`src/hdl/jsu_pkg.sv`:
```
// ----------------------------------------------------------------------------
// jsu_pkg
// Shared types and constants of the JSON string unescaper: result kinds,
// byte classes and the classified item passed from front end to back end.
// ----------------------------------------------------------------------------
package jsu_pkg;

    // result kinds
    localparam logic [2:0] KIND_CHAR       = 3'd0;
    localparam logic [2:0] KIND_DONE       = 3'd1;
    localparam logic [2:0] KIND_BAD_ESCAPE = 3'd2;
    localparam logic [2:0] KIND_BAD_HEX    = 3'd3;
    localparam logic [2:0] KIND_NO_CONT    = 3'd4;
    localparam logic [2:0] KIND_TOO_LONG   = 3'd5;
    localparam logic [2:0] KIND_BAD_FIRST  = 3'd6;

    localparam logic [7:0]  CHAR_QUOTE       = 8'h22;
    localparam logic [7:0]  CHAR_BSLASH      = 8'h5C;
    localparam logic [7:0]  CHAR_U           = 8'h75;
    localparam logic [15:0] REPLACEMENT_UNIT = 16'hFFFD;

    // class of a byte as seen in normal mode
    typedef enum logic [2:0] {
        CLS_ASCII  = 3'd0,
        CLS_QUOTE  = 3'd1,
        CLS_BSLASH = 3'd2,
        CLS_LEAD2  = 3'd3,
        CLS_LEAD3  = 3'd4,
        CLS_LEAD4  = 3'd5,
        CLS_LEAD5  = 3'd6,
        CLS_BAD    = 3'd7
    } jsu_cls_t;

    typedef struct packed {
        logic [7:0] data;
        logic       first;
        jsu_cls_t   cls;
        logic       is_cont;
        logic       is_hex;
        logic [3:0] hex_val;
        logic       esc_ok;
        logic [7:0] esc_unit;
    } jsu_item_t;

endpackage

```
`src/hdl/jsu_front.sv`:
```
// ----------------------------------------------------------------------------
// jsu_front
// Input side: takes raw bytes and classifies them (lead type, hex digit,
// escape character) before they are queued for the decoder.
// ----------------------------------------------------------------------------
module jsu_front (
    input  logic              byte_valid,
    output logic              byte_stall,
    input  logic [7:0]        in_byte,
    input  logic              first_byte,
    input  logic              q_full,
    output logic              push,
    output jsu_pkg::jsu_item_t item
);
    import jsu_pkg::*;

    assign byte_stall = q_full;
    assign push       = byte_valid && !q_full;

    always_comb
    begin
        item          = '0;
        item.data     = in_byte;
        item.first    = first_byte;
        item.is_cont  = (in_byte[7:6] == 2'b10);

        if (in_byte == CHAR_QUOTE)
            item.cls = CLS_QUOTE;
        else if (in_byte == CHAR_BSLASH)
            item.cls = CLS_BSLASH;
        else if (!in_byte[7])
            item.cls = CLS_ASCII;
        else if (in_byte[7:5] == 3'b110)
            item.cls = CLS_LEAD2;
        else if (in_byte[7:4] == 4'b1110)
            item.cls = CLS_LEAD3;
        else if (in_byte[7:3] == 5'b11110)
            item.cls = CLS_LEAD4;
        else if (in_byte[7:2] == 6'b111110)
            item.cls = CLS_LEAD5;
        else
            item.cls = CLS_BAD;

        if (in_byte >= 8'h30 && in_byte <= 8'h39)
        begin
            item.is_hex  = 1'b1;
            item.hex_val = in_byte[3:0];
        end
        else if ((in_byte >= 8'h41 && in_byte <= 8'h46)
                 || (in_byte >= 8'h61 && in_byte <= 8'h66))
        begin
            item.is_hex  = 1'b1;
            item.hex_val = in_byte[3:0] + 4'd9;
        end

        item.esc_ok = 1'b1;
        case (in_byte)
            8'h22:   item.esc_unit = 8'h22;
            8'h2F:   item.esc_unit = 8'h2F;
            8'h5C:   item.esc_unit = 8'h5C;
            8'h62:   item.esc_unit = 8'h08;
            8'h66:   item.esc_unit = 8'h0C;
            8'h6E:   item.esc_unit = 8'h0A;
            8'h72:   item.esc_unit = 8'h0D;
            8'h74:   item.esc_unit = 8'h09;
            default:
            begin
                item.esc_ok   = 1'b0;
                item.esc_unit = 8'h00;
            end
        endcase
    end

endmodule

```
`src/hdl/jsu_queue.sv`:
```
// ----------------------------------------------------------------------------
// jsu_queue
// Short queue of classified bytes between the front end and the decoder.
// ----------------------------------------------------------------------------
module jsu_queue #(
    parameter int DEPTH = 2
) (
    input  logic               clk,
    input  logic               rst_n,
    input  logic               push,
    input  jsu_pkg::jsu_item_t wr_item,
    output logic               full,
    input  logic               pop,
    output logic               rd_valid,
    output jsu_pkg::jsu_item_t rd_item
);
    import jsu_pkg::*;

    localparam int PTR_W = (DEPTH > 1) ? $clog2(DEPTH) : 1;
    localparam int CNT_W = $clog2(DEPTH + 1);
    localparam logic [PTR_W-1:0] LAST_PTR = PTR_W'(DEPTH - 1);
    localparam logic [CNT_W-1:0] FULL_CNT = CNT_W'(DEPTH);

    jsu_item_t        mem [DEPTH];
    logic [PTR_W-1:0] wr_ptr_reg, wr_ptr_next;
    logic [PTR_W-1:0] rd_ptr_reg, rd_ptr_next;
    logic [CNT_W-1:0] count_reg, count_next;
    logic             do_push, do_pop;

    assign full     = (count_reg == FULL_CNT);
    assign rd_valid = (count_reg != '0);
    assign rd_item  = mem[rd_ptr_reg];
    assign do_push  = push && !full;
    assign do_pop   = pop && rd_valid;

    always_comb
    begin
        wr_ptr_next = wr_ptr_reg;
        rd_ptr_next = rd_ptr_reg;
        count_next  = count_reg;
        if (do_push)
            wr_ptr_next = (wr_ptr_reg == LAST_PTR) ? '0 : wr_ptr_reg + 1'b1;
        if (do_pop)
            rd_ptr_next = (rd_ptr_reg == LAST_PTR) ? '0 : rd_ptr_reg + 1'b1;
        if (do_push && !do_pop)
            count_next = count_reg + 1'b1;
        else if (!do_push && do_pop)
            count_next = count_reg - 1'b1;
    end

    always_ff @(posedge clk or negedge rst_n)
    begin
        if (!rst_n)
        begin
            wr_ptr_reg <= '0;
            rd_ptr_reg <= '0;
            count_reg  <= '0;
        end
        else
        begin
            wr_ptr_reg <= wr_ptr_next;
            rd_ptr_reg <= rd_ptr_next;
            count_reg  <= count_next;
        end
    end

    always_ff @(posedge clk)
    begin
        if (do_push)
            mem[wr_ptr_reg] <= wr_item;
    end

endmodule

```
`src/hdl/jsu_back.sv`:
```
// ----------------------------------------------------------------------------
// jsu_back
// Decoder: walks the escape / hex / UTF-8 state for each classified byte
// and holds at most one result in its output register.
// ----------------------------------------------------------------------------
module jsu_back (
    input  logic               clk,
    input  logic               rst_n,
    input  logic               q_valid,
    input  jsu_pkg::jsu_item_t q_item,
    output logic               pop,
    output logic               unit_valid,
    input  logic               unit_stall,
    output logic [15:0]        code_unit,
    output logic [2:0]         kind
);
    import jsu_pkg::*;

    typedef enum logic [4:0] {
        MODE_NORMAL = 5'b00001,
        MODE_ESC    = 5'b00010,
        MODE_HEX    = 5'b00100,
        MODE_CONT   = 5'b01000,
        MODE_SKIP   = 5'b10000
    } mode_t;

    mode_t       mode_reg, mode_next;
    logic [15:0] partial_reg, partial_next;
    logic [1:0]  remain_reg, remain_next;
    logic        open_reg, open_next;
    logic        out_valid_reg, out_valid_next;
    logic [15:0] unit_reg, unit_next;
    logic [2:0]  kind_reg, kind_next;

    assign pop        = q_valid && (!out_valid_reg || !unit_stall);
    assign unit_valid = out_valid_reg;
    assign code_unit  = unit_reg;
    assign kind       = kind_reg;

    always_comb
    begin : decode
        mode_t       m;
        logic [15:0] p;
        logic [1:0]  r;
        logic        o;
        logic        hit;
        logic        err;
        logic [2:0]  err_kind;
        logic [15:0] res;

        m        = mode_reg;
        p        = partial_reg;
        r        = remain_reg;
        o        = open_reg;
        hit      = 1'b0;
        err      = 1'b0;
        err_kind = KIND_CHAR;
        res      = '0;

        // a first byte drops any sequence in progress
        if (q_item.first)
        begin
            m = MODE_NORMAL;
            p = '0;
            r = '0;
            o = 1'b1;
        end

        if (o)
        begin
            case (m)
                MODE_ESC:
                begin
                    if (q_item.data == CHAR_U)
                    begin
                        p = '0;
                        r = 2'd3;
                        m = MODE_HEX;
                    end
                    else if (q_item.esc_ok)
                    begin
                        m   = MODE_NORMAL;
                        hit = 1'b1;
                        res = {8'h00, q_item.esc_unit};
                    end
                    else
                    begin
                        err      = 1'b1;
                        err_kind = KIND_BAD_ESCAPE;
                    end
                end
                MODE_HEX:
                begin
                    if (!q_item.is_hex)
                    begin
                        err      = 1'b1;
                        err_kind = KIND_BAD_HEX;
                    end
                    else
                    begin
                        p = {p[11:0], q_item.hex_val};
                        if (r == 2'd0)
                        begin
                            m   = MODE_NORMAL;
                            hit = 1'b1;
                            res = p;
                        end
                        else
                            r = r - 2'd1;
                    end
                end
                MODE_CONT:
                begin
                    if (!q_item.is_cont)
                    begin
                        err      = 1'b1;
                        err_kind = KIND_NO_CONT;
                    end
                    else
                    begin
                        p = {p[9:0], q_item.data[5:0]};
                        if (r < 2'd2)
                        begin
                            r   = '0;
                            m   = MODE_NORMAL;
                            hit = 1'b1;
                            res = p;
                        end
                        else
                            r = r - 2'd1;
                    end
                end
                MODE_SKIP:
                begin
                    // tail of a four-byte sequence, taken without checks
                    if (r < 2'd2)
                    begin
                        r = '0;
                        m = MODE_NORMAL;
                    end
                    else
                        r = r - 2'd1;
                end
                default:
                begin
                    m = MODE_NORMAL;
                    case (q_item.cls)
                        CLS_QUOTE:
                        begin
                            err      = 1'b1;
                            err_kind = KIND_DONE;
                        end
                        CLS_BSLASH:
                            m = MODE_ESC;
                        CLS_ASCII:
                        begin
                            hit = 1'b1;
                            res = {8'h00, q_item.data};
                        end
                        CLS_LEAD2:
                        begin
                            p = {11'd0, q_item.data[4:0]};
                            r = 2'd1;
                            m = MODE_CONT;
                        end
                        CLS_LEAD3:
                        begin
                            p = {12'd0, q_item.data[3:0]};
                            r = 2'd2;
                            m = MODE_CONT;
                        end
                        CLS_LEAD4:
                        begin
                            r   = 2'd3;
                            m   = MODE_SKIP;
                            hit = 1'b1;
                            res = REPLACEMENT_UNIT;
                        end
                        CLS_LEAD5:
                        begin
                            err      = 1'b1;
                            err_kind = KIND_TOO_LONG;
                        end
                        default:
                        begin
                            err      = 1'b1;
                            err_kind = KIND_BAD_FIRST;
                        end
                    endcase
                end
            endcase
        end

        // done and every error close the string
        if (err)
        begin
            hit = 1'b1;
            res = '0;
            o   = 1'b0;
            m   = MODE_NORMAL;
            p   = '0;
            r   = '0;
        end

        mode_next      = mode_reg;
        partial_next   = partial_reg;
        remain_next    = remain_reg;
        open_next      = open_reg;
        out_valid_next = out_valid_reg && unit_stall;
        unit_next      = unit_reg;
        kind_next      = kind_reg;

        if (pop)
        begin
            mode_next    = m;
            partial_next = p;
            remain_next  = r;
            open_next    = o;
            if (hit)
            begin
                out_valid_next = 1'b1;
                unit_next      = res;
                kind_next      = err ? err_kind : KIND_CHAR;
            end
        end
    end

    always_ff @(posedge clk or negedge rst_n)
    begin
        if (!rst_n)
        begin
            mode_reg      <= MODE_NORMAL;
            partial_reg   <= '0;
            remain_reg    <= '0;
            open_reg      <= 1'b0;
            out_valid_reg <= 1'b0;
        end
        else
        begin
            mode_reg      <= mode_next;
            partial_reg   <= partial_next;
            remain_reg    <= remain_next;
            open_reg      <= open_next;
            out_valid_reg <= out_valid_next;
        end
    end

    always_ff @(posedge clk)
    begin
        unit_reg <= unit_next;
        kind_reg <= kind_next;
    end

endmodule

```
`src/hdl/json_string_unescape_utf16.sv`:
```
// ----------------------------------------------------------------------------
// json_string_unescape_utf16
// JSON string body unescaper: UTF-8 bytes in, UTF-16 code units out.
// ----------------------------------------------------------------------------
// One byte is taken per cycle, sustained, as long as the output side keeps
// up; each byte yields at most one code unit or status. A byte is classified
// on the cycle it is taken, waits in a QUEUE_DEPTH-entry queue, and the
// decoder's one-step state update turns it into a registered result, so a
// result passes the queue entry and then the output register. The decoder step
// per byte sets the rate. Escapes, \u with four hex digits and two- and
// three-byte UTF-8 give code units; a four-byte lead gives 0xFFFD and its
// next three bytes are skipped. The closing quote gives done, errors give
// their kind; after either, bytes are dropped until one marked first_byte.
module json_string_unescape_utf16 #(
    parameter int QUEUE_DEPTH = 2
) (
    input  logic        clk,
    input  logic        rst_n,
    input  logic        byte_valid,
    output logic        byte_stall,
    input  logic [7:0]  in_byte,
    input  logic        first_byte,
    output logic        unit_valid,
    input  logic        unit_stall,
    output logic [15:0] code_unit,
    output logic [2:0]  kind
);
    import jsu_pkg::*;

    jsu_item_t front_item;
    jsu_item_t q_item;
    logic      push;
    logic      q_full;
    logic      q_valid;
    logic      pop;

    jsu_front u_front (
        .byte_valid (byte_valid),
        .byte_stall (byte_stall),
        .in_byte    (in_byte),
        .first_byte (first_byte),
        .q_full     (q_full),
        .push       (push),
        .item       (front_item)
    );

    jsu_queue #(
        .DEPTH (QUEUE_DEPTH)
    ) u_queue (
        .clk      (clk),
        .rst_n    (rst_n),
        .push     (push),
        .wr_item  (front_item),
        .full     (q_full),
        .pop      (pop),
        .rd_valid (q_valid),
        .rd_item  (q_item)
    );

    jsu_back u_back (
        .clk        (clk),
        .rst_n      (rst_n),
        .q_valid    (q_valid),
        .q_item     (q_item),
        .pop        (pop),
        .unit_valid (unit_valid),
        .unit_stall (unit_stall),
        .code_unit  (code_unit),
        .kind       (kind)
    );

endmodule

```
`config.mk`:
```
export PLATFORM = sky130hd
export DESIGN_NAME = json_string_unescape_utf16
export DESIGN_NICKNAME = d
export VERILOG_FILES = /design/src/hdl/jsu_pkg.sv /design/src/hdl/jsu_front.sv /design/src/hdl/jsu_queue.sv /design/src/hdl/jsu_back.sv /design/src/hdl/json_string_unescape_utf16.sv
export SDC_FILE = /design/constraint.sdc
export NUM_CORES = 1
export LEC_CHECK = 0
export ABC_AREA = 1
export BUFFER_PORTS_ARGS = -buffer_cell sky130_fd_sc_hd__buf_4
export CORE_ASPECT_RATIO = 0.5
export CORE_MARGIN = 3
export CORE_UTILIZATION = 57
export CTS_BUF_LIST = sky130_fd_sc_hd__clkbuf_4
export DETAILED_ROUTE_END_ITERATION = 8
export PLACE_DENSITY_LB_ADDON = 0.15
export SYNTH_ARGS = -nofsm -noshare
export SYNTH_HDL_FRONTEND = slang
export SYNTH_SLANG_ARGS = --single-unit
```
`constraint.sdc`:
```
create_clock -name clk -period 2.45 [get_ports clk]
set_input_delay 0.49 -clock clk [delete_from_list [all_inputs] [get_ports clk]]
set_output_delay 0.49 -clock clk [all_outputs]
set_load 0.01 [all_outputs]
```
Word-level counts from Yosys, hierarchy flattened. Memory sizes are Yosys's and may differ from the RTL's. Cells that the tools add are included.

Flip-flop bits (word level): 48. Bits in writable memories: 52. Input port bits: 13. Output and inout bits: 21. Logic and storage cells: 159. Memories kept: 1.

Add/sub/neg operators: 6. Magnitude comparators: 7. Eq/ne operators: 25. Muxes and demuxes: 81. Bitwise gates (word level): 1. Reductions and logical operators: 28.

Memory list: u_queue.mem (words 2, width 26, read ports 1, clocked after Yosys merged registers in 0, write ports 1, line jsu_queue.sv:24) `jsu_item_t mem [DEPTH];`.

Operators with widths (number): 2-to-1 mux 16 bit (11); one-hot mux 16 bit (4 select lines) (2); one-hot mux 16 bit (2 select lines) (2); equality test 8 x 7 -> 1 bit (second input constant) (7); one-hot mux 7 bit (8 select lines) (1); 2-to-1 mux 5 bit (11); 2-to-1 mux 1 bit (25); 2-to-1 mux 2 bit (12); 2-to-1 mux 3 bit (8); one-hot mux 5 bit (4 select lines) (1); equality test 8 x 6 -> 1 bit (second input constant) (2); greater-or-equal comparator 8 x 7 -> 1 bit (second input constant) (2); <= comparator 8 x 7 -> 1 bit (second input constant) (2); one-hot mux 5 bit (3 select lines) (1); equality test 3 bit (second input constant) (4); one-hot mux 3 bit (4 select lines) (1); equality test 5 bit (second input constant) (2); logical AND 1 bit (10); one-hot mux 3 bit (3 select lines) (1); greater-or-equal comparator 8 x 6 -> 1 bit (second input constant) (1); <= comparator 8 x 6 -> 1 bit (second input constant) (1); 2-to-1 mux 8 bit (1); one-hot mux 1 bit (4 select lines) (2); one-hot mux 2 bit (4 select lines) (1); other kinds (24) (37).

Depth between registers and ports, before layout. Gate-level depths: netlist of the first run. An unclocked memory read counts as a cell.

Depth after elaboration: 10. Gate-level depth with buffers: 14. Mapped depth without buffers: 14.

Modules after synthesis. From an unflattened synthesis of the first run, not the netlist that was laid out.

Cell total of the unflattened synthesis: 802. Area total of the unflattened synthesis: 6173.4 um^2.

Modules (own cells, without submodules): jsu_back (instances 1, cells each 523, area an instance 3338.2 um^2, seq. area each 1097.3 um^2); jsu_queue (instances 1, cells each 172, area an instance 2245.9 um^2, seq. area each 1721.7 um^2); jsu_front (instances 1, cells each 107, area an instance 589.3 um^2, seq. area each 0.0 um^2).

Least setup slack after synthesis of the first run. OpenSTA, ideal clock, no wires.

Path type: flip-flop to flip-flop. Start: reg u_queue.rd_ptr_reg. End: reg u_back.unit_reg[0], in the netlist u_back.code_unit[0] (enable). Library setup time: 0.374 ns. Arrival: 1.999 ns. Required time: 2.076 ns. Setup slack: 0.077 ns. Stages on the path, launching flop included: 15. Path buffers: 1. Period minus slack after synthesis: 2.373 ns. Cell sequence: dfrtp_1 buf_6 nand2_1 nand2_2 nand2_2 nand2_1 nor2_1 nand2_1 nand2_1 inv_1 nand3_1 nand2_1 nand2_1 nand2_1 inv_1.

Word-level cells in the longest chain between the ends: 9. Elaborated cells between the ends (all ways): 36. Classes of those cells: 1 x order compare; 9 x eq/ne; 20 x mux; 5 x reduce/logical; 1 x memory.

Ends and longest elaborated chain: start: declaration (line jsu_queue.sv:26) `logic [PTR_W-1:0] rd_ptr_reg, rd_ptr_next;`; start signal: assignment (line jsu_queue.sv:62) `rd_ptr_reg <= rd_ptr_next;`; memory read (2 x 26 bit) *; 2-to-1 mux 2 bit (line jsu_back.sv:61) `if (q_item.first)`; less-than comparator 2 bit or logical NOT 2 bit (tied branches) (line jsu_back.sv:122, jsu_back.sv:102); 2-to-1 mux 1 bit (on tied branches) (line jsu_back.sv:122, jsu_back.sv:102); 2-to-1 mux 1 bit (on tied branches) (line jsu_back.sv:114, jsu_back.sv:94); one-hot mux 1 bit (4 select lines) (line jsu_back.sv:71) `case (m)`; 2-to-1 mux 1 bit (line jsu_back.sv:69) `if (o)`; 2-to-1 mux 1 bit * (line jsu_back.sv:195) `if (err)`; AND reduction 2 bit (no source line) *; end signal: assignment (line jsu_back.sv:250) `unit_reg <= unit_next;`; end: declaration (line jsu_back.sv:32) `logic [15:0] unit_reg, unit_next;`.

Every way passes the cells marked *; elsewhere a longest branch is shown, timed or not. A chain may end at the register's enable or synchronous reset.

Worst setup path after layout of the first run.
Start: reg u_queue.rd_ptr_reg. End: reg u_back.unit_reg[14], in the netlist u_back.code_unit[14] (enable).

Same word-level chain as after synthesis.

==> flow_metrics.py, run 1 <==
metrics = {
    "power": {
        "power_density_mw_per_mm2": 1186,
        "ir_worst_vdd_uv": 461.9,
        "internal-power_mw": 4.036,
        "power.switching_mw": 3.669,
        "power_frac_comb_pct": 55.9,
        "total_power_mw": 7.705,
        "leakagePower_nw": 3.070,
        "p_sw_share_pct": 47.62,
        "pwr-share-seq_pct": 33.3,
        "pwr-share-clk_pct": 10.8,
    },
    "clocking": {
        "ctsRootBufferMaster": "clkbuf_4",
        "path_clk_slew_ns": 0.14,
        "insertion_delay_ns": 0.49,
        "cts_tree": "done",
        "clock_sinks": 94,
        "numCtsBuffers": 9,
        "htree_levels": 3,
        "clockBufferDepth": 2,
    },
    "drt": {
        "drt_wl_total_mm": 15.49,
        "avgRoutedWirePerCell_um": 16.39,
        "drc": 0,
        "num_vias": 5397,
        "drt_iter0_markers": 681,
        "dr.pass1.iters": 5,
        "vias_per_cell": 5.711,
        "ant_nets": 0,
    },
    "job": {
        "maxCapViolCount": 0,
    },
    "critical_path": {
        "critPathCaptureType": "flip-flop",
        "start_kind": "flip-flop",
        "arrival_ns": 2.52,
        "cpPeakStageDelay_ns": 0.51,
        "crit_path_top_delay_cell": "dfrtp_2",
        "worst_path_most_repeated_cell": "nand2_1",
        "path_class": "reg -> reg",
        "required_ns": 2.69,
        "worstPathCellList": "nand2_1, nand2_1, nor2_1, inv_1, nand2_1, clkinv_1, nand2_1, inv_1, buf_12",
        "worstPathMaxFanout": 19,
    },
    "layout": {
        "drive_gt1_share_pct": 15.56,
        "nets": 823,
        "multi_input_area_sq_mm": 0.002633,
        "num_antenna_cells": 0,
        "fin_util_pct": 67.65,
        "largest_reg_flops": 50,
        "mostFrequentLayoutCells": "nand2_1, nand3_1, inv_1",
        "regArea_sq_mm": 0.002700,
        "final_cell_count_no_fill": 945,
        "syn2layout_area_growth_pct": 13.88,
        "final_common_cell": "nand2_1",
        "fill_cells": 815,
    },
    "logic_synthesis": {
        "ys.flop_type": "edfxtp_1",
        "synth-edff-count": 69,
        "async_reset_ff_share_pct": 26.60,
        "synth_seq_area_share_pct": 47.31,
        "synth_xor_area_share_pct": 0.6142,
        "synthesis.area_sq_mm": 0.005704,
        "synth_area_per_cell_sq_um": 7.596,
        "synthAdderAreaFrac_pct": 1.097,
        "synth_top_family_by_area": "simple AND/OR/NAND/NOR gates",
        "syn-instance-count": 751,
        "ys_seq_elements": 94,
        "synth_compound_area_share_pct": 10.46,
        "ys_types": 40,
        "yosysWarnings": 0,
        "synth.area.mux_share_pct": 0.1755,
        "yosys.area_share.simple_pct": 32.86,
        "synth_nets": 769,
    },
    "timing": {
        "slew-limit-headroom_pct": 70.51,
        "slew_violations": 0,
        "tightest_slew_ns": 0.4378,
        "final_hold_viol_count": 0,
        "fin_crit_ns": 2.288,
        "finalCritPeriodShare_pct": 93.38,
        "setup_violations": 0,
        "fin_skew_ns": 0.03937,
        "max_freq_mhz": 437.1,
    },
    "placed_design": {
        "numPortBuffers": 33,
        "post-dp-hpwl_mm": 11.46,
        "dp_cells": 926,
        "place_congestion": 1.034,
    },
    "floorplan": {
        "core_sq_mm": 0.009603,
        "die_w_um": 147.5,
        "die_h_um": 76.74,
        "io_pins": 34,
        "die_area_sq_mm": 0.01132,
        "start_util_pct": 59.40,
        "rows": 25,
    },
    "global_route": {
        "grt_max_degree": 27,
        "grt_pass1_wl_mm": 25.22,
        "grt_usage_pct": 28.32,
        "grt_pass1_vias": 4878,
        "antenna_found_initial": 0,
        "grt_overflow": 0,
    },
    "hold_path": {
        "hold_class": "in -> reg",
    },
    "run_status": {
        "status": "completed",
    },
}
==> worst max-delay path: cells and delay by family (launching register included) <==
| family | cells | cell delay (ns) |
|---|---|---|
| buffers and inverters | 4 | 0.65 |
| flip-flops | 1 | 0.51 |
| AND/OR/NAND/NOR | 5 | 0.90 |
==> timing repair <==
action / in CTS / in global routing
endpoints found under the hold margin: 24 / 0
setup buffers: 0 / 2
hold buffers: 1 / 0
endpoints found under the setup margin: 0 / 57
resized for setup: 0 / 24
==> metal layers <==
layer	vias up	routed length [um]	GRT usage [%]	part of all wire, %
met1	2492	7209	43.56	47
met5	-	0	0	0
met4	0	167	6.413	1.1
li1	2600	-	-	-
met2	285	6409	40.18	41
met3	20	1701	7.379	11
==> per-stage QoR <==
stage / instance area, sq um / worst slack (ns) / hold WS, ns / TNS [ns]
floorplan: 5704 / 0.07690 / 0.1944 / 0
global placement: 6241 / 0.1718 / 0.4309 / 0
detailed placement: 6241 / 0.05860 / 0.4305 / 0
CTS: 6384 / 0.04297 / 0.1848 / 0
global route: 6496 / -0.01055 / 0.1559 / -0.05652
finish: 6496 / 0.1622 / 0.2077 / 0
==> power groups by stage <==
stage                     clock (mW)  sequential, mW  combinational (mW)
final                          0.835            2.56                4.31
after global routing           0.932            2.61                4.73
after detailed placement           0            2.58                4.00
after floorplan                    0            2.63                2.50
after CTS                      0.857            2.54                4.02
after global placement             0            2.57                3.96
==> cell type report <==
cell class | instances | area share [%]
Timing Repair Buffer | 68 | 8.648
Clock inverter | 6 | 0.8860
Inverter | 77 | 4.622
Sequential cell | 94 | 41.56
Clock buffer | 10 | 1.156
Multi-Input combinational cell | 555 | 40.52
Tap cell | 135 | 2.600
==> cells in the mapped netlist (all sizes together), types with 2 or more instances <==
cell,n,area (sq um)
o21bai,2,15.01
nand3,86,445.4
o21ai,42,221.5
o211ai,7,52.55
a21oi,43,215.2
dfrtp,24,600.6
clkbuf,9,33.78
xor2,2,17.52
edfxtp,69,2072
a31oi,2,12.51
o22ai,4,25.02
nor3,5,25.02
xnor2,2,17.52
nor2,75,309.0
nand2,256,988.4
a22oi,4,30.03
buf,16,103.8
inv,76,285.3
ha,5,62.56
nand4,13,87.58
==> cell families (layout without fill, tap and decap cells) <==
logic type | count (synthesis) | count (layout)
AOI/OAI and AO/OA | 107 | 107
xor gates and xnor gates | 4 | 4
adders and majority gates | 5 | 5
buffers and inverters | 102 | 161
DFF | 94 | 94
muxes | 1 | 1
and+or+nand+nor | 438 | 438
==> worst paths after layout <==
| path | startpoint | end | slack [ns] | cells after the start |
|---|---|---|---|---|
| setup / recovery | u_queue.rd_ptr_reg | u_back.code_unit[14] | 0.16 | 9 |
| min in group asynchronous | rst_n | u_back.mode_reg[4] | 0.44 | 2 |
| hold reg to reg | u_back.partial_reg[2] | u_back.partial_reg[2] | 0.50 | 2 |
| setup reg to reg | u_queue.rd_ptr_reg | u_back.code_unit[14] | 0.16 | 9 |
| max in group asynchronous | rst_n | u_queue.rd_ptr_reg | 1.68 | 2 |
| hold / removal | first_byte | u_queue.mem[1][17] | 0.21 | 1 |
Power figures use the tool's default switching activity.
==> run 2, diff against run 1 <==
--- a/config.mk
+++ b/config.mk
@@ -11,8 +11,9 @@
 export CORE_MARGIN = 3
 export CORE_UTILIZATION = 57
 export CTS_BUF_LIST = sky130_fd_sc_hd__clkbuf_4
+export CTS_CLUSTER_SIZE = 30
 export DETAILED_ROUTE_END_ITERATION = 8
-export PLACE_DENSITY_LB_ADDON = 0.15
+export PLACE_DENSITY = 0.78
 export SYNTH_ARGS = -nofsm -noshare
 export SYNTH_HDL_FRONTEND = slang
 export SYNTH_SLANG_ARGS = --single-unit
==> flow_metrics.py, run 2 (synthesized netlist as in run 1, its figures left out) <==
metrics = {
    "critical_path": {
        "critPathCaptureType": "flip-flop",
        "arrival_ns": 2.60,
        "required_ns": 2.68,
        "r2r_start": "u_queue.rd_ptr_reg",
        "path_class": "reg -> reg",
        "worstPathMaxFanout": 27,
        "start_kind": "flip-flop",
        "worstSetupStartpoint": "u_queue.rd_ptr_reg",
    },
    "floorplan": {
        "die_area_sq_mm": 0.01132,
        "io_pins": 34,
        "start_util_pct": 59.40,
        "die_w_um": 147.5,
        "die_h_um": 76.74,
        "rows": 25,
        "core_sq_mm": 0.009603,
    },
    "global_route": {
        "grt_overflow": 0,
        "antenna_found_initial": 1,
        "grt_usage_pct": 28.95,
        "grt_max_degree": 28,
        "grt_pass1_vias": 4858,
        "grt_pass1_wl_mm": 25.37,
    },
    "layout": {
        "mostFrequentLayoutCells": "nand2_1, nand3_1, inv_1",
        "syn2layout_area_growth_pct": 15.40,
        "final_common_cell": "nand2_1",
        "fin_util_pct": 68.55,
        "drive_gt1_share_pct": 15.60,
        "largest_reg_flops": 50,
        "nets": 827,
        "fill_cells": 807,
    },
    "timing": {
        "slew-limit-headroom_pct": 64.60,
        "max_freq_mhz": 421.2,
        "rsz0062_at_grt": "false",
        "setup_violations": 0,
        "final_hold_viol_count": 0,
        "fin_crit_ns": 2.374,
        "finalCritPeriodShare_pct": 96.91,
        "tns_ns": 0,
        "slew_violations": 0,
        "tightest_slew_ns": 0.5304,
        "fin_skew_ns": 0.03949,
    },
    "placed_design": {
        "numPortBuffers": 33,
        "place_congestion": 1.006,
        "post-dp-hpwl_mm": 11.44,
    },
    "drt": {
        "drt_iter0_markers": 650,
        "drc": 0,
        "drt_wl_total_mm": 15.75,
        "num_vias": 5439,
        "ant_nets": 0,
        "avgRoutedWirePerCell_um": 16.54,
        "vias_per_cell": 5.713,
        "dr.pass1.iters": 6,
    },
    "clocking": {
        "path_clk_slew_ns": 0.19,
        "htree_levels": 3,
        "numCtsBuffers": 9,
        "clock_sinks": 94,
        "cts_tree": "done",
        "insertion_delay_ns": 0.50,
        "ctsRootBufferMaster": "clkbuf_4",
        "clockBufferDepth": 2,
    },
    "power": {
        "pwr-share-clk_pct": 13.9,
        "p_sw_share_pct": 45.82,
        "pwr-share-seq_pct": 31.9,
        "power_frac_comb_pct": 54.2,
        "power.switching_mw": 3.651,
        "power_density_mw_per_mm2": 1211,
        "internal-power_mw": 4.318,
        "ir_worst_vdd_uv": 563.1,
        "leakagePower_nw": 3.119,
    },
    "run_status": {
        "status": "completed",
    },
    "job": {
        "maxCapViolCount": 0,
    },
    "hold_path": {
        "hold_class": "in -> reg",
        "hold_start": "unit_stall",
    },
}
run 2: cell count changes in the layout (fill, tap and decap cells not counted), sizes merged:
| cell | previous run | this run |
|---|---|---|
| clkinvlp | 1 | 0 |
| bufinv | 0 | 3 |
| inv | 80 | 78 |
| diode | 0 | 3 |
| buf | 67 | 71 |
run 2: timing repair:
| action | in CTS | in global routing |
|---|---|---|
| buffers inserted | 0 | 3 |
| hold buffers | 1 | 0 |
| setup endpoints to repair | 0 | 48 |
| hold endpoints to repair | 24 | 0 |
| gates resized for setup | 0 | 19 |
run 2: layout make-up:
| cell class | count | area, sq um | share of cell area [%] |
|---|---|---|---|
| multi-input cells | 555 | 2641 | 40.13 |
| diodes | 3 | 7.507 | 0.1140 |
| inverters | 77 | 291.5 | 4.429 |
| well taps | 135 | 168.9 | 2.566 |
| repair buffers | 72 | 579.3 | 8.801 |
| clock buffers | 10 | 75.07 | 1.140 |
| flip-flops and latches | 94 | 2700 | 41.02 |
| clock inverters | 6 | 118.9 | 1.806 |
run 2: power groups by stage:
stage                     combinational, mW  clock, mW  sequential (mW)
after floorplan                        2.50          0             2.63
after global placement                 4.01          0             2.56
after detailed placement               4.04          0             2.57
after CTS                              4.07       1.12             2.54
after global routing                   4.73       1.19             2.59
final                                  4.32       1.11             2.55
run 2: path summary, 6_finish.rpt:
| kind | to | slack (ns) | depth (start not counted) |
|---|---|---|---|
| worst max-delay path | u_back.code_unit[3] | 0.08 | 7 |
| worst min-delay path | u_back.unit_valid | 0.19 | 3 |
| worst max register to register | u_back.code_unit[3] | 0.08 | 7 |
| worst min register to register | u_back.partial_reg[10] | 0.50 | 2 |
| max in group asynchronous | u_queue.rd_ptr_reg | 1.64 | 2 |
| min in group asynchronous | u_back.partial_reg[6] | 0.45 | 2 |
run 2: layer usage:
| layer | vias to the layer above | share of wire [%] | global-route usage, % |
|---|---|---|---|
| met5 | - | 0 | 0 |
| met2 | 318 | 41 | 40.73 |
| met1 | 2479 | 45 | 42.39 |
| li1 | 2612 | - | - |
| met3 | 30 | 13 | 9.386 |
| met4 | 0 | 1.4 | 9.480 |
run 2: critical path, cell delays in order (launching register included):
cell	delay (ns)
dfrtp_2	0.48
buf_12	0.18
o21ai_2	0.39
inv_1	0.38
nand3_1	0.20
o211ai_1	0.13
a21oi_1	0.29
nor2_1	0.08
run 2: metrics by stage:
stage	power (mW)	hold WS (ns)	worst slack (ns)	instances	area, sq um
6_report	7.970	0.1864	0.07579	952	6583
5_1_grt	8.509	0.1522	0.007329	952	6583
4_1_cts	7.728	0.1672	0.01970	946	6480
3_5_place_dp	6.614	0.4416	0.04297	929	6276
3_3_place_gp	6.565	0.4251	0.1000	929	6276
2_1_floorplan	5.136	0.1944	0.07690	751	5704
==> run 3, diff against run 2 <==
--- a/config.mk
+++ b/config.mk
@@ -13,7 +13,7 @@
 export CTS_BUF_LIST = sky130_fd_sc_hd__clkbuf_4
 export CTS_CLUSTER_SIZE = 30
 export DETAILED_ROUTE_END_ITERATION = 8
-export PLACE_DENSITY = 0.78
+export PLACE_DENSITY = 0.79
 export SYNTH_ARGS = -nofsm -noshare
 export SYNTH_HDL_FRONTEND = slang
 export SYNTH_SLANG_ARGS = --single-unit
==> flow_metrics.py, run 3 (synthesized netlist as in run 1, its figures left out) <==
metrics = {
    "clocking": {
        "numCtsBuffers": 9,
        "insertion_delay_ns": 0.48,
        "clockBufferDepth": 2,
        "path_clk_slew_ns": 0.15,
        "htree_levels": 3,
        "ctsRootBufferMaster": "clkbuf_4",
        "clock_sinks": 94,
        "cts_tree": "done",
    },
    "power": {
        "power.switching_mw": 3.702,
        "power_density_mw_per_mm2": 1184,
        "leakagePower_nw": 3.046,
        "pwr-share-seq_pct": 33.3,
        "total_power_mw": 7.648,
        "internal-power_mw": 3.946,
        "ir_worst_vdd_uv": 563.6,
        "pwr-share-clk_pct": 10.7,
        "p_sw_share_pct": 48.40,
        "power_frac_comb_pct": 55.9,
    },
    "drt": {
        "drc": 0,
        "num_vias": 5385,
        "drt_wl_total_mm": 16.28,
        "vias_per_cell": 5.686,
        "drt_iter0_markers": 601,
        "ant_nets": 0,
        "avgRoutedWirePerCell_um": 17.19,
        "dr.pass1.iters": 5,
    },
    "global_route": {
        "grt_pass1_wl_mm": 26.13,
        "grt_max_degree": 30,
        "grt_usage_pct": 29.79,
        "antenna_found_initial": 1,
        "grt_overflow": 0,
        "grt_pass1_vias": 4861,
    },
    "run_status": {
        "status": "completed",
    },
    "layout": {
        "fin_util_pct": 67.28,
        "mostFrequentLayoutCells": "nand2_1, nand3_1, inv_1",
        "final_common_cell": "nand2_1",
        "nets": 822,
        "drive_gt1_share_pct": 15.08,
        "design_area_sq_mm": 0.006461,
        "fill_cells": 832,
        "syn2layout_area_growth_pct": 13.27,
        "largest_reg_flops": 50,
        "final_cell_count_no_fill": 947,
    },
    "placed_design": {
        "numPortBuffers": 33,
        "post-dp-hpwl_mm": 11.90,
        "place_congestion": 1.017,
        "pre_cts_slack_ns": 0.05744,
        "placed_cell_area_sq_mm": 0.006241,
        "dp_cells": 926,
    },
    "floorplan": {
        "die_w_um": 147.5,
        "io_pins": 34,
        "core_sq_mm": 0.009603,
        "die_h_um": 76.74,
        "die_area_sq_mm": 0.01132,
        "rows": 25,
        "start_util_pct": 59.40,
    },
    "critical_path": {
        "required_ns": 2.68,
        "worstPathCellList": "buf_8, o21ai_2, inv_1, nand3_1, o211ai_1, a21oi_1, nor2_1",
        "arrival_ns": 2.54,
        "worstSetupStartpoint": "u_queue.rd_ptr_reg",
        "r2r_start": "u_queue.rd_ptr_reg",
        "r2r-end": "u_back.code_unit[2]",
        "critPathCaptureType": "flip-flop",
        "r2r_slack_ns": 0.14,
        "cpPeakStageDelay_ns": 0.48,
        "r2r_cells": 7,
        "path_class": "reg -> reg",
        "crit_path_top_delay_cell": "dfrtp_2",
        "crit_path_end": "u_back.code_unit[2]",
        "start_kind": "flip-flop",
        "worstPathMaxFanout": 27,
    },
    "timing": {
        "rsz0062_at_grt": "true",
        "slew-limit-headroom_pct": 65.29,
        "final_hold_viol_count": 0,
        "slew_violations": 0,
        "setup_ws_ns": 0.1371,
        "max_freq_mhz": 432.3,
        "tns_ns": 0,
        "fin_skew_ns": 0.02453,
        "fin_crit_ns": 2.313,
        "fin_hold_ws_ns": 0.2002,
        "tightest_slew_ns": 0.5201,
        "setup_violations": 0,
        "finalCritPeriodShare_pct": 94.41,
    },
    "job": {
        "maxCapViolCount": 0,
    },
    "hold_path": {
        "hold_class": "in -> reg",
    },
}
run 3: changes by cell type in the layout (fill, tap and decap cells not counted), moves of 3 or more:
cell       previous run  this run
a21oi_2               0         3
nor2_1               60        64
a21oi_1              43        40
bufinv_16             3         0
buf_4                67        60
nor2_4                5         2
run 3: worst min path at each step:
stage	start	to	slack, ns	cells past startpoint
6_report	first_byte	u_queue.mem[0][17]	0.20	1
4_1_cts	first_byte	u_queue.mem[0][17]	0.17	1
2_1_floorplan	rst_n	u_back.mode_reg[1]	0.19	0
3_3_place_gp	rst_n	u_back.partial_reg[8]	0.43	1
5_1_grt	first_byte	u_queue.mem[0][17]	0.17	1
3_5_place_dp	rst_n	u_back.partial_reg[10]	0.43	1
run 3: final cells by class:
class | instances | area [sq um] | share of cell area [%]
Antenna cell | 3 | 7.507 | 0.1162
Multi-Input combinational cell | 555 | 2616 | 40.49
Inverter | 77 | 295.3 | 4.570
Clock buffer | 9 | 67.56 | 1.046
Clock inverter | 7 | 61.31 | 0.9489
Sequential cell | 94 | 2700 | 41.79
Timing Repair Buffer | 66 | 536.8 | 8.308
Timing Repair inverter | 1 | 7.507 | 0.1162
Tap cell | 135 | 168.9 | 2.614
run 3: repair_timing:
action,in CTS,in global routing
setup buffers,0,0
setup endpoints to repair,0,51
endpoints found under the hold margin,24,0
hold buffers,1,0
resized for setup,0,20
run 3: worst max-delay path: cells and delay by family, from the launching register on:
| kind | cells | cell delay (ns) |
|---|---|---|
| DFF | 1 | 0.48 |
| AOI/OAI and AO/OA | 3 | 0.78 |
| buffers and inverters | 2 | 0.55 |
| and+or+nand+nor | 2 | 0.27 |
run 3: routing by layer:
metal,share of wire (%),global-route usage [%]
met1,46,46.06
met2,41,41.74
met3,11,7.320
met4,1.7,7.900
met5,0,0
run 3: power groups by stage:
stage	Sequential (mW)	Clock [mW]	Combinational (mW)
6_report	2.55	0.821	4.28
2_1_floorplan	2.63	0	2.50
3_5_place_dp	2.57	0	4.02
4_1_cts	2.53	0.846	4.04
3_3_place_gp	2.57	0	3.98
5_1_grt	2.59	0.916	4.71
